$ cat config.mk
export PLATFORM = sky130hd
export DESIGN_NAME = base64_stream_decoder_top
export DESIGN_NICKNAME = d
export VERILOG_FILES = /design/src/hdl/b64d_pkg.sv /design/src/hdl/b64d_front.sv /design/src/hdl/b64d_cmd_queue.sv /design/src/hdl/b64d_back.sv /design/src/hdl/base64_stream_decoder_top.sv
export SDC_FILE = /design/constraint.sdc
export NUM_CORES = 1
export LEC_CHECK = 0
export BUFFER_PORTS_ARGS = -buffer_cell sky130_fd_sc_hd__buf_4
export CORE_ASPECT_RATIO = 1.25
export CORE_MARGIN = 2
export CORE_UTILIZATION = 60
export DETAILED_ROUTE_END_ITERATION = 10
export PLACE_DENSITY_LB_ADDON = 0.2
export SLEW_MARGIN = 20
export SYNTH_ARGS = -nofsm -noshare
export SYNTH_HDL_FRONTEND = slang
export SYNTH_SLANG_ARGS = --single-unit
$ cat constraint.sdc
create_clock -name aclk -period 6.9 [get_ports aclk]
set_input_delay 1.38 -clock aclk [delete_from_list [all_inputs] [get_ports aclk]]
set_output_delay 1.38 -clock aclk [all_outputs]
set_load 0.005 [all_outputs]
$ cat src/hdl/b64d_pkg.sv
`timescale 1ns / 1ps

package b64d_pkg;

    // Width of the per-string byte counter
    localparam int LENGTH_BITS = 16;
    // Width used for the capacity limit and for comparisons against it
    localparam int LIM_W = (LENGTH_BITS > 16) ? LENGTH_BITS : 16;
    localparam int SUM_W = LIM_W + 2;
    // Largest count the byte counter can hold, at limit width
    localparam logic [LIM_W-1:0] CNT_MAX = {LIM_W{1'b1}} >> (LIM_W - LENGTH_BITS);

    // Command queue between front and back
    localparam int QUEUE_DEPTH = 4;
    localparam int QPTR_W = $clog2(QUEUE_DEPTH);
    localparam int QCNT_W = $clog2(QUEUE_DEPTH + 1);

    // Character codes
    localparam logic [7:0] CH_PAD   = 8'h3D;
    localparam logic [7:0] CH_SPACE = 8'h20;
    localparam logic [7:0] CH_TAB   = 8'h09;
    localparam logic [7:0] CH_CR    = 8'h0D;
    localparam logic [7:0] CH_LF    = 8'h0A;
    localparam logic [6:0] SYM_NONE = 7'd64;

    // Status codes
    localparam logic [1:0] ST_OK       = 2'd0;
    localparam logic [1:0] ST_INVALID  = 2'd1;
    localparam logic [1:0] ST_CAPACITY = 2'd2;

    // Result kinds
    localparam logic KIND_DATA   = 1'b0;
    localparam logic KIND_STATUS = 1'b1;

    typedef enum logic [1:0] {
        PH_COLLECT = 2'd0,
        PH_PADDED  = 2'd1,
        PH_ERROR   = 2'd2
    } phase_t;

    // One unit of work for the back end: some data bytes, then maybe a status
    typedef struct packed {
        logic [1:0]  nbytes;
        logic        has_status;
        logic [7:0]  byte0;
        logic [7:0]  byte1;
        logic [7:0]  byte2;
        logic [1:0]  status;
        logic [15:0] total;
    } cmd_t;

    // Map a character to its 6-bit symbol, SYM_NONE when outside the alphabet
    function automatic logic [6:0] symbol_value(input logic [7:0] c);
        logic [6:0] v;
        v = SYM_NONE;
        case (c) inside
            [8'h41:8'h5A]: v = 7'(c - 8'h41);
            [8'h61:8'h7A]: v = 7'(c - 8'h61 + 8'd26);
            [8'h30:8'h39]: v = 7'(c - 8'h30 + 8'd52);
            8'h2B:         v = 7'd62;
            8'h2F:         v = 7'd63;
            default:       v = SYM_NONE;
        endcase
        return v;
    endfunction

endpackage

$ cat src/hdl/b64d_front.sv
`timescale 1ns / 1ps

module b64d_front (
    input  logic              aclk,
    input  logic              aresetn,
    input  logic              cfg_wr_en,
    input  logic [15:0]       cfg_wr_data,
    input  logic              s_valid,
    output logic              s_ready,
    input  logic [7:0]        s_char_code,
    input  logic              s_end_of_text,
    input  logic              q_full,
    output logic              q_push,
    output b64d_pkg::cmd_t    q_cmd
);

    logic [15:0]                    cap_reg;
    logic [23:0]                    acc_reg, acc_next;
    logic [1:0]                     cnt_reg, cnt_next;
    logic [b64d_pkg::LENGTH_BITS-1:0] bytes_reg, bytes_next;
    b64d_pkg::phase_t               phase_reg, phase_next;
    logic [1:0]                     perr_reg, perr_next;

    logic                           accept;
    logic [6:0]                     sym;
    logic [23:0]                    acc_shift;
    logic [b64d_pkg::LIM_W-1:0]     cap_ext;
    logic [b64d_pkg::LIM_W-1:0]     limit;
    logic [b64d_pkg::SUM_W-1:0]     bw_ext;
    logic [b64d_pkg::SUM_W-1:0]     lim_ext;
    logic                           fit1, fit2, fit3;
    logic                           is_space;
    logic [1:0]                     perr_end;
    logic [b64d_pkg::LENGTH_BITS-1:0] bytes_end;

    assign s_ready = !q_full;
    assign accept  = s_valid && s_ready;

    // Capacity register
    always_ff @(posedge aclk) begin
        if (!aresetn) begin
            cap_reg <= 16'hFFFF;
        end else if (cfg_wr_en) begin
            cap_reg <= cfg_wr_data;
        end
    end

    // Classify the character and check room for the next bytes
    assign sym       = b64d_pkg::symbol_value(s_char_code);
    assign acc_shift = {acc_reg[17:0], sym[5:0]};
    assign cap_ext   = b64d_pkg::LIM_W'(cap_reg);
    assign limit     = (cap_ext > b64d_pkg::CNT_MAX) ? b64d_pkg::CNT_MAX : cap_ext;
    assign bw_ext    = b64d_pkg::SUM_W'(bytes_reg);
    assign lim_ext   = b64d_pkg::SUM_W'(limit);
    assign fit1      = (bw_ext + b64d_pkg::SUM_W'(1)) <= lim_ext;
    assign fit2      = (bw_ext + b64d_pkg::SUM_W'(2)) <= lim_ext;
    assign fit3      = (bw_ext + b64d_pkg::SUM_W'(3)) <= lim_ext;
    assign is_space  = s_char_code inside {b64d_pkg::CH_SPACE, b64d_pkg::CH_TAB,
                                           b64d_pkg::CH_CR, b64d_pkg::CH_LF};

    // State registers
    always_ff @(posedge aclk) begin
        if (!aresetn) begin
            acc_reg   <= '0;
            cnt_reg   <= '0;
            bytes_reg <= '0;
            phase_reg <= b64d_pkg::PH_COLLECT;
            perr_reg  <= b64d_pkg::ST_OK;
        end else begin
            acc_reg   <= acc_next;
            cnt_reg   <= cnt_next;
            bytes_reg <= bytes_next;
            phase_reg <= phase_next;
            perr_reg  <= perr_next;
        end
    end

    // Next state and command for the back end
    always_comb begin
        acc_next   = acc_reg;
        cnt_next   = cnt_reg;
        bytes_next = bytes_reg;
        phase_next = phase_reg;
        perr_next  = perr_reg;
        perr_end   = perr_reg;
        bytes_end  = bytes_reg;
        q_push     = 1'b0;
        q_cmd      = '0;

        if (accept && !s_end_of_text) begin
            case (phase_reg)
                b64d_pkg::PH_COLLECT: begin
                    if (s_char_code == b64d_pkg::CH_PAD) begin
                        phase_next = b64d_pkg::PH_PADDED;
                    end else if (is_space) begin
                        // skip whitespace
                    end else if (sym == b64d_pkg::SYM_NONE) begin
                        phase_next = b64d_pkg::PH_ERROR;
                        perr_next  = b64d_pkg::ST_INVALID;
                    end else if (cnt_reg != 2'd3) begin
                        acc_next = acc_shift;
                        cnt_next = cnt_reg + 2'd1;
                    end else begin
                        // full group: emit three bytes or flag overflow
                        cnt_next = 2'd0;
                        acc_next = '0;
                        if (!fit3) begin
                            phase_next = b64d_pkg::PH_ERROR;
                            perr_next  = b64d_pkg::ST_CAPACITY;
                        end else begin
                            q_push       = 1'b1;
                            q_cmd.nbytes = 2'd3;
                            q_cmd.byte0  = acc_shift[23:16];
                            q_cmd.byte1  = acc_shift[15:8];
                            q_cmd.byte2  = acc_shift[7:0];
                            bytes_next   = bytes_reg + b64d_pkg::LENGTH_BITS'(3);
                        end
                    end
                end
                default: begin
                    // drop characters after padding or an error
                end
            endcase
        end else if (accept) begin
            // flush a partial group, then report status
            if (phase_reg != b64d_pkg::PH_ERROR) begin
                case (cnt_reg)
                    2'd1: perr_end = b64d_pkg::ST_INVALID;
                    2'd2: begin
                        if (!fit1) begin
                            perr_end = b64d_pkg::ST_CAPACITY;
                        end else begin
                            q_cmd.nbytes = 2'd1;
                            q_cmd.byte0  = acc_reg[11:4];
                            bytes_end    = bytes_reg + b64d_pkg::LENGTH_BITS'(1);
                        end
                    end
                    2'd3: begin
                        if (!fit2) begin
                            perr_end = b64d_pkg::ST_CAPACITY;
                        end else begin
                            q_cmd.nbytes = 2'd2;
                            q_cmd.byte0  = acc_reg[17:10];
                            q_cmd.byte1  = acc_reg[9:2];
                            bytes_end    = bytes_reg + b64d_pkg::LENGTH_BITS'(2);
                        end
                    end
                    default: begin
                    end
                endcase
            end
            q_push           = 1'b1;
            q_cmd.has_status = 1'b1;
            q_cmd.status     = perr_end;
            q_cmd.total      = (perr_end != b64d_pkg::ST_OK) ? 16'd0 : 16'(bytes_end);
            acc_next   = '0;
            cnt_next   = '0;
            bytes_next = '0;
            phase_next = b64d_pkg::PH_COLLECT;
            perr_next  = b64d_pkg::ST_OK;
        end
    end

endmodule

$ cat src/hdl/b64d_cmd_queue.sv
`timescale 1ns / 1ps

module b64d_cmd_queue (
    input  logic              aclk,
    input  logic              aresetn,
    input  logic              push,
    input  b64d_pkg::cmd_t    push_cmd,
    output logic              full,
    input  logic              pop,
    output logic              head_valid,
    output b64d_pkg::cmd_t    head_cmd
);

    b64d_pkg::cmd_t               slot_reg [b64d_pkg::QUEUE_DEPTH];
    logic [b64d_pkg::QPTR_W-1:0]  wr_ptr_reg, rd_ptr_reg;
    logic [b64d_pkg::QCNT_W-1:0]  count_reg;
    logic                         do_push, do_pop;

    assign full       = (count_reg == b64d_pkg::QCNT_W'(b64d_pkg::QUEUE_DEPTH));
    assign head_valid = (count_reg != '0);
    assign head_cmd   = slot_reg[rd_ptr_reg];
    assign do_push    = push && !full;
    assign do_pop     = pop && head_valid;

    // Store pushed commands
    always_ff @(posedge aclk) begin
        if (do_push) begin
            slot_reg[wr_ptr_reg] <= push_cmd;
        end
    end

    // Advance pointers and occupancy
    always_ff @(posedge aclk) begin
        if (!aresetn) begin
            wr_ptr_reg <= '0;
            rd_ptr_reg <= '0;
            count_reg  <= '0;
        end else begin
            if (do_push) begin
                wr_ptr_reg <= wr_ptr_reg + b64d_pkg::QPTR_W'(1);
            end
            if (do_pop) begin
                rd_ptr_reg <= rd_ptr_reg + b64d_pkg::QPTR_W'(1);
            end
            if (do_push && !do_pop) begin
                count_reg <= count_reg + b64d_pkg::QCNT_W'(1);
            end else if (do_pop && !do_push) begin
                count_reg <= count_reg - b64d_pkg::QCNT_W'(1);
            end
        end
    end

endmodule

$ cat src/hdl/b64d_back.sv
`timescale 1ns / 1ps

module b64d_back (
    input  logic              aclk,
    input  logic              aresetn,
    input  logic              head_valid,
    input  b64d_pkg::cmd_t    head_cmd,
    output logic              pop,
    output logic              m_valid,
    input  logic              m_ready,
    output logic              m_result_kind,
    output logic [7:0]        m_data_byte,
    output logic [1:0]        m_status_code,
    output logic [15:0]       m_byte_total,
    output logic              m_last_of_run
);

    logic              busy_reg;
    b64d_pkg::cmd_t    cmd_reg;
    logic [1:0]        beat_reg;
    logic [2:0]        nbeats;
    logic              last_beat;
    logic              is_data;
    logic              take_next;
    logic              out_fire;

    assign nbeats    = {1'b0, cmd_reg.nbytes} + {2'b00, cmd_reg.has_status};
    assign last_beat = ({1'b0, beat_reg} + 3'd1) == nbeats;
    assign is_data   = beat_reg < cmd_reg.nbytes;
    assign out_fire  = busy_reg && m_ready;
    assign take_next = !busy_reg || (m_ready && last_beat);
    assign pop       = take_next && head_valid;

    // Load the next command when the current one finishes, else advance a beat
    always_ff @(posedge aclk) begin
        if (!aresetn) begin
            busy_reg <= 1'b0;
            beat_reg <= '0;
        end else if (take_next) begin
            busy_reg <= head_valid;
            beat_reg <= '0;
        end else if (out_fire) begin
            beat_reg <= beat_reg + 2'd1;
        end
    end

    always_ff @(posedge aclk) begin
        if (take_next) begin
            cmd_reg <= head_cmd;
        end
    end

    // Drive the current result word
    always_comb begin
        m_valid       = busy_reg;
        m_last_of_run = last_beat;
        m_result_kind = is_data ? b64d_pkg::KIND_DATA : b64d_pkg::KIND_STATUS;
        m_status_code = is_data ? b64d_pkg::ST_OK : cmd_reg.status;
        m_byte_total  = is_data ? 16'd0 : cmd_reg.total;
        m_data_byte   = 8'd0;
        if (is_data) begin
            case (beat_reg)
                2'd0:    m_data_byte = cmd_reg.byte0;
                2'd1:    m_data_byte = cmd_reg.byte1;
                default: m_data_byte = cmd_reg.byte2;
            endcase
        end
    end

endmodule

$ cat src/hdl/base64_stream_decoder_top.sv
`timescale 1ns / 1ps

// Streaming base64 decoder (standard alphabet). One character word is taken per
// cycle while the four-entry command queue between the classifier and the output
// sequencer has room; a full group of four symbols turns into three data words
// and an end-of-text word into up to two data words plus one status word. The
// result channel sends one word per cycle while m_ready is high, so throughput
// is set by the output side: n symbols give about 3n/4 data words, and the input
// stalls only when the queue fills during an output backlog. A result is held in
// the command queue, then in the sequencer's command register. The capacity
// register may be written only while the block is idle; it resets to 65535.
module base64_stream_decoder_top (
    input  logic        aclk,
    input  logic        aresetn,
    input  logic        cfg_wr_en,
    input  logic [15:0] cfg_wr_data,
    input  logic        s_valid,
    output logic        s_ready,
    input  logic [7:0]  s_char_code,
    input  logic        s_end_of_text,
    output logic        m_valid,
    input  logic        m_ready,
    output logic        m_result_kind,
    output logic [7:0]  m_data_byte,
    output logic [1:0]  m_status_code,
    output logic [15:0] m_byte_total,
    output logic        m_last_of_run
);

    logic              q_full;
    logic              q_push;
    b64d_pkg::cmd_t    q_cmd;
    logic              q_pop;
    logic              head_valid;
    b64d_pkg::cmd_t    head_cmd;

    b64d_front u_front (
        .aclk          (aclk),
        .aresetn       (aresetn),
        .cfg_wr_en     (cfg_wr_en),
        .cfg_wr_data   (cfg_wr_data),
        .s_valid       (s_valid),
        .s_ready       (s_ready),
        .s_char_code   (s_char_code),
        .s_end_of_text (s_end_of_text),
        .q_full        (q_full),
        .q_push        (q_push),
        .q_cmd         (q_cmd)
    );

    b64d_cmd_queue u_queue (
        .aclk       (aclk),
        .aresetn    (aresetn),
        .push       (q_push),
        .push_cmd   (q_cmd),
        .full       (q_full),
        .pop        (q_pop),
        .head_valid (head_valid),
        .head_cmd   (head_cmd)
    );

    b64d_back u_back (
        .aclk          (aclk),
        .aresetn       (aresetn),
        .head_valid    (head_valid),
        .head_cmd      (head_cmd),
        .pop           (q_pop),
        .m_valid       (m_valid),
        .m_ready       (m_ready),
        .m_result_kind (m_result_kind),
        .m_data_byte   (m_data_byte),
        .m_status_code (m_status_code),
        .m_byte_total  (m_byte_total),
        .m_last_of_run (m_last_of_run)
    );

endmodule
Word level (Yosys, flattened, before mapping)

Memories as Yosys holds them, arrays and structs flattened. A register that Yosys moved wholly into a read port is not among the register bits.
Index checks and enable logic that the tools add are counted.

Output and inout bits: 30
Bits of input ports: 30
Bits in writable memories: 180
Flip-flop bits (word level): 66
Memories kept: 1

Order comparisons: 11
Equality and inequality tests: 27
Reductions and logical operators: 30
$add $sub $neg: 19
Muxes and demuxes: 96
Bitwise gates (word level): 1

Memories:

| name             | depth | width | read ports | clocked after Yosys merged registers in | write ports | RTL line             | source |
|---|---|---|---|---|---|---|---|
| u_queue.slot_reg | 4     | 45    | 1          | 1                                       | 1           | b64d_cmd_queue.sv:14 | `b64d_pkg::cmd_t slot_reg [b64d_pkg::QUEUE_DEPTH];` |

Operators by type and width:

| cell                  | count |
|---|---|
| $mux 16               | 17 |
| $mux 18               | 9 |
| $mux 24               | 6 |
| $mux 2                | 34 |
| $le 18x16->1          | 3 |
| $mux 7                | 5 |
| $add 16x2->17 const B | 2 |
| $add 16x2->16 const B | 2 |
| $eq 8x6->1 const B    | 4 |
| $mux 8                | 4 |
| $pmux 16 s2           | 1 |
| $pmux 8 s2            | 2 |
| $eq 8x4->1 const B    | 3 |
| $mux 19               | 1 |
| $add 16x1->17 const B | 1 |
| $add 16x1->16 const B | 1 |
| $ge 8x7->1 const B    | 2 |
| $gt 16x16->1 const B  | 1 |
| $le 8x7->1 const B    | 2 |
| $ne 2x2->1 const B    | 7 |
| $sub 7x7->7 const B   | 2 |
| $mux 1                | 13 |
| $logic_and 1x1->1     | 12 |
| $reduce_and 5->1      | 2 |
| 32 further kinds      | 48 |

Longest topological paths before layout

Depth after elaboration: 17
Gate-level depth with buffers: 23
Gate-level depth less buffers: 22

Cells and area by module

From an unflattened synthesis, not the netlist that was laid out.

Cells, all modules: 1160
Area, all modules: 14649.0 µm²

Modules (own cells, without submodules):

| module         | cells each | instances | area an instance (µm²) |
|---|---|---|---|
| b64d_cmd_queue | 283        | 1         | 7019.2 |
| b64d_front     | 753        | 1         | 5719.2 |
| b64d_back      | 124        | 1         | 1910.6 |

Worst setup path after synthesis

No wires, ideal clock.

Path type: reg-to-reg
Start point: register u_front.bytes_reg[0] (netlist name)
End point: memory u_queue.slot_reg[0][0] (netlist name) (enable)
Required time: 6.447 ns
Setup slack: 1.255 ns
Data arrival time: 5.192 ns
Library setup time: 0.453 ns
Path buffers: 2
Period minus slack after synthesis: 5.645 ns
Cell stages (with the launch flop): 19
Path through: dfxtp_1 > clkbuf_1 > inv_1 > ha_1 > inv_1 > nand3_1 > nor2_1 > nand2_1 > nor2_1 > xor2_1 > ha_1 > nand3_1 > nor4_1 > a31oi_1 > o31ai_1 > and4_1 > a31oi_2 > buf_4 > nor2b_1

Longest elaborated chain between the ends: 12

Ends and longest elaborated chain:

| element                      | RTL line             | source |
|---|---|---|
| start: declaration           | b64d_front.sv:20     | `logic [b64d_pkg::LENGTH_BITS-1:0] bytes_reg, bytes_next;` |
| start signal: assignment     | b64d_front.sv:72     | `bytes_reg <= bytes_next;` |
| $add 16x2->17                | b64d_front.sv:57     | `assign fit3 = (bw_ext + b64d_pkg::SUM_W'(3)) <= lim_ext;` |
| $le 18x16->1                 | b64d_front.sv:57     |  |
| $mux 1                       | b64d_front.sv:107    | `if (!fit3) begin` |
| $mux 1                       | b64d_front.sv:100    | `end else if (cnt_reg != 2'd3) begin` |
| $mux 1                       | b64d_front.sv:97     | `end else if (sym == b64d_pkg::SYM_NONE) begin` |
| $mux 1                       | b64d_front.sv:95     | `end else if (is_space) begin` |
| $mux 1                       | b64d_front.sv:93     | `if (s_char_code == b64d_pkg::CH_PAD) begin` |
| $mux 1                       | b64d_front.sv:91     | `case (phase_reg)` |
| $mux 1                       | b64d_front.sv:90     | `if (accept && !s_end_of_text) begin` |
| $logic_and 1x1->1            | b64d_cmd_queue.sv:22 | `assign do_push = push && !full;` |
| $mux 1                       | b64d_cmd_queue.sv:27 | `if (do_push) begin` |
| $mux 1 (not written as such) | b64d_cmd_queue.sv:28 | `slot_reg[wr_ptr_reg] <= push_cmd;` |
| end: declaration             | b64d_cmd_queue.sv:14 |  |

Every way passes these cells.

Worst setup path after layout

Same ends and word-level chain as after synthesis.

==> reports/metrics.csv <==
metric;value;unit
Syn Std Cell Area;14630;um^2
layout cells sized above 1;15.56;%
via count;10020;
Yosys cell types;81;
Clock Sinks;291;
Overflow after GRT;0;
RePlAce Congestion;1.001;
post-DR wirelength/cell;21.17;um
Max Cap Viol;0;
worst hold slack;0.4752;ns
clk_skew;0.01557;ns
critical path peak fanout;25;
DIE HEIGHT;178.6;um
CP Class;flip-flop to flip-flop;
Post-DP HPWL;22910;um
Num CTS Buffers;28;
crit path DAT;5.86;ns
CTS resizes;0;
Die ar.;25660;um^2
Hold-fix buffers, CTS;0;
Synth Area per Inst;12.19;um^2
vias per cell;6.321;
commonest non-fill, non-tap cells in the layout;edfxtp_1, nand2_1, buf_4;
Syn Inst Count;1200;
Nets;1345;
Port Buffers;59;
Core Area;23810;um^2
Total GRT Usage;26.80;%
P&R area growth vs syn;11.57;%
Cell Count Post-Placement;1534;
fill count;1772;
total wire length;33560;um
Pre-Repair DR Iteration Count;8;
Longest Clk Path Bufs;3;
RSZ-0062 raised after global routing;false;
number of synthesized flops with an enable pin;225;
Slew Viols, Final;0;
Overall Power;4764;uW
largest net degree at the start of global routing;58;
Antenna Violating Nets Remaining;0;
status;completed;
synth warn;0;
commonest non-fill, non-tap cell in the layout;edfxtp_1;
Max Fclk;0.1769;GHz
# rows;63;
# setup viols final;0;
Finished Layout Cells;1585;
Synthesized Nets;1306;
DRC violations left;0;
vias in the first global route;9720;
CTS tree;done;
Peak VDD IR;0.2220;mV
Critical Path RT;7.11;ns
Seq/Total Area, Yosys;55.21;%
clock latency on the worst-skew pair;0.55;ns
leakage power total;0.005996;uW
final worst path period need;5.654;ns
H-tree levels;1;
asr flop ratio synth;0;%
worst hold path class;flip-flop to flip-flop;
starting density of the core;61.46;%
# IOs;60;
first-pass GRT wire length;53310;um
Slew headroom;35.82;%
ant diodes;0;
crit path launch type;flip-flop;
utilization after layout;68.57;%
worst slew pin tran;0.9563;ns
Setup TNS;0;ns
ys flop type;edfxtp_1;
Die Wd;143.7;um
CTS Root Buffer Type;clkbuf_16;
antenna violations before repair;0;
crit path capture type;flip-flop;
Post-CTS Setup Repair Bufs;0;
max reg flops;180;
Synth Register Bits;291;
fin crit share;81.94;%
power per cell area;291.8;nW/um^2
Hold Fails Final Rpt;0;
Starting DRT DRC Count;1037;
clk slew on worst S/H paths;0.06;ns
## layer usage
layer  track usage, %  vias up  wire (um)
li1                 -     4639          -
met1            37.44     4844      14230
met2            43.27      445      16050
met3            3.141       91       2060
met4            10.62        0       1217
met5                0        -          0
## critical path, cell delays in order, from the launching register on
cell and delay, ns:
dfxtp_1 0.57, inv_1 0.22, ha_1 0.29, inv_1 0.10, nand3_1 0.14, nor2_1 0.29, nand2_1 0.19, nor2_1 0.15
xor2_1 0.11, ha_1 0.30, nand3_1 0.09, nor4_1 0.43, a31oi_1 0.14, o31ai_1 0.11, and4_1 0.48, a31oi_2 0.42
nor2b_4 0.81, buf_4 0.44
## cell type report
type                       instances  area, um^2  area share, %
timing repair buffer              76       570.5          3.495
clock buffer                      32       715.7          4.384
inverter                          50       187.7          1.150
tap                              325       406.6          2.491
clock inverter                    19       236.5          1.449
multi-input combinational        792        6123          37.51
sequential                       291        8083          49.52
## path summary, 6_finish.rpt
check | startpoint | to | slack, ns | cells after the start
hold / removal | u_front.acc_reg[16] | u_front.acc_reg[16] | 0.48 | 2
hold reg to reg | u_front.acc_reg[16] | u_front.acc_reg[16] | 0.48 | 2
setup / recovery | u_front.bytes_reg[0] | u_queue.slot_reg[0][0] | 1.25 | 17
setup reg to reg | u_front.bytes_reg[0] | u_queue.slot_reg[0][0] | 1.25 | 17
## power breakdown
part | internal, uW | total [uW] | leakage, uW | switching (uW)
Clock | 906 | 1550 | 0.000464 | 649
Sequential | 2160 | 2290 | 0.00260 | 137
Combinational | 448 | 917 | 0.00294 | 469
Total | 3510 | 4760 | 0.00600 | 1250
## synthesized netlist by cell type, types with 6 or more instances
| cell type | number | area share, % |
|---|---|---|
| ha_1 | 75 | 6.4 |
| o21a_1 | 7 | 0.36 |
| xnor2_1 | 32 | 1.9 |
| and3_1 | 10 | 0.43 |
| or3_1 | 13 | 0.56 |
| buf_2 | 6 | 0.21 |
| nor2b_1 | 8 | 0.34 |
| nor2_1 | 60 | 1.5 |
| a31oi_1 | 22 | 0.94 |
| nand3_1 | 61 | 2.1 |
| and2_1 | 35 | 1.5 |
| o21ai_0 | 53 | 1.8 |
| clkbuf_1 | 40 | 1.0 |
| nand2_1 | 92 | 2.4 |
| a21o_1 | 11 | 0.56 |
| dfxtp_1 | 66 | 9.0 |
| nand4_1 | 11 | 0.47 |
| a22o_1 | 9 | 0.54 |
| nand2b_1 | 8 | 0.34 |
| inv_1 | 48 | 1.2 |
| a22oi_1 | 10 | 0.51 |
| mux4_2 | 45 | 6.9 |
| xor2_1 | 24 | 1.4 |
| edfxtp_1 | 225 | 46 |
| and4_1 | 6 | 0.36 |
| nor4_1 | 8 | 0.34 |
| buf_1 | 15 | 0.38 |
| o211ai_1 | 22 | 1.1 |
| a211oi_1 | 8 | 0.41 |
| nor3_1 | 21 | 0.72 |
| a21oi_1 | 53 | 1.8 |
## logic make-up (layout without fill, tap and decap cells)
group	after synthesis	in the layout	share of synthesized area (%)
AOI/OAI and AO/OA	254	254	11.96
adders and majority gates	76	76	6.551
muxes	49	49	7.201
DFF	291	291	55.21
and+or+nand+nor	357	357	12.55
buffers and inverters	117	177	3.181
xor gates and xnor gates	56	56	3.352
## through the flow
step / worst slack (ns) / instance area [um^2]
floorplan: 1.255 / 14630
global placement: 1.406 / 15370
detailed placement: 1.253 / 15370
CTS: 1.268 / 16320
global route: 0.8163 / 16320
finish: 1.246 / 16320
No activity file was read; power rests on OpenSTA's default activity.
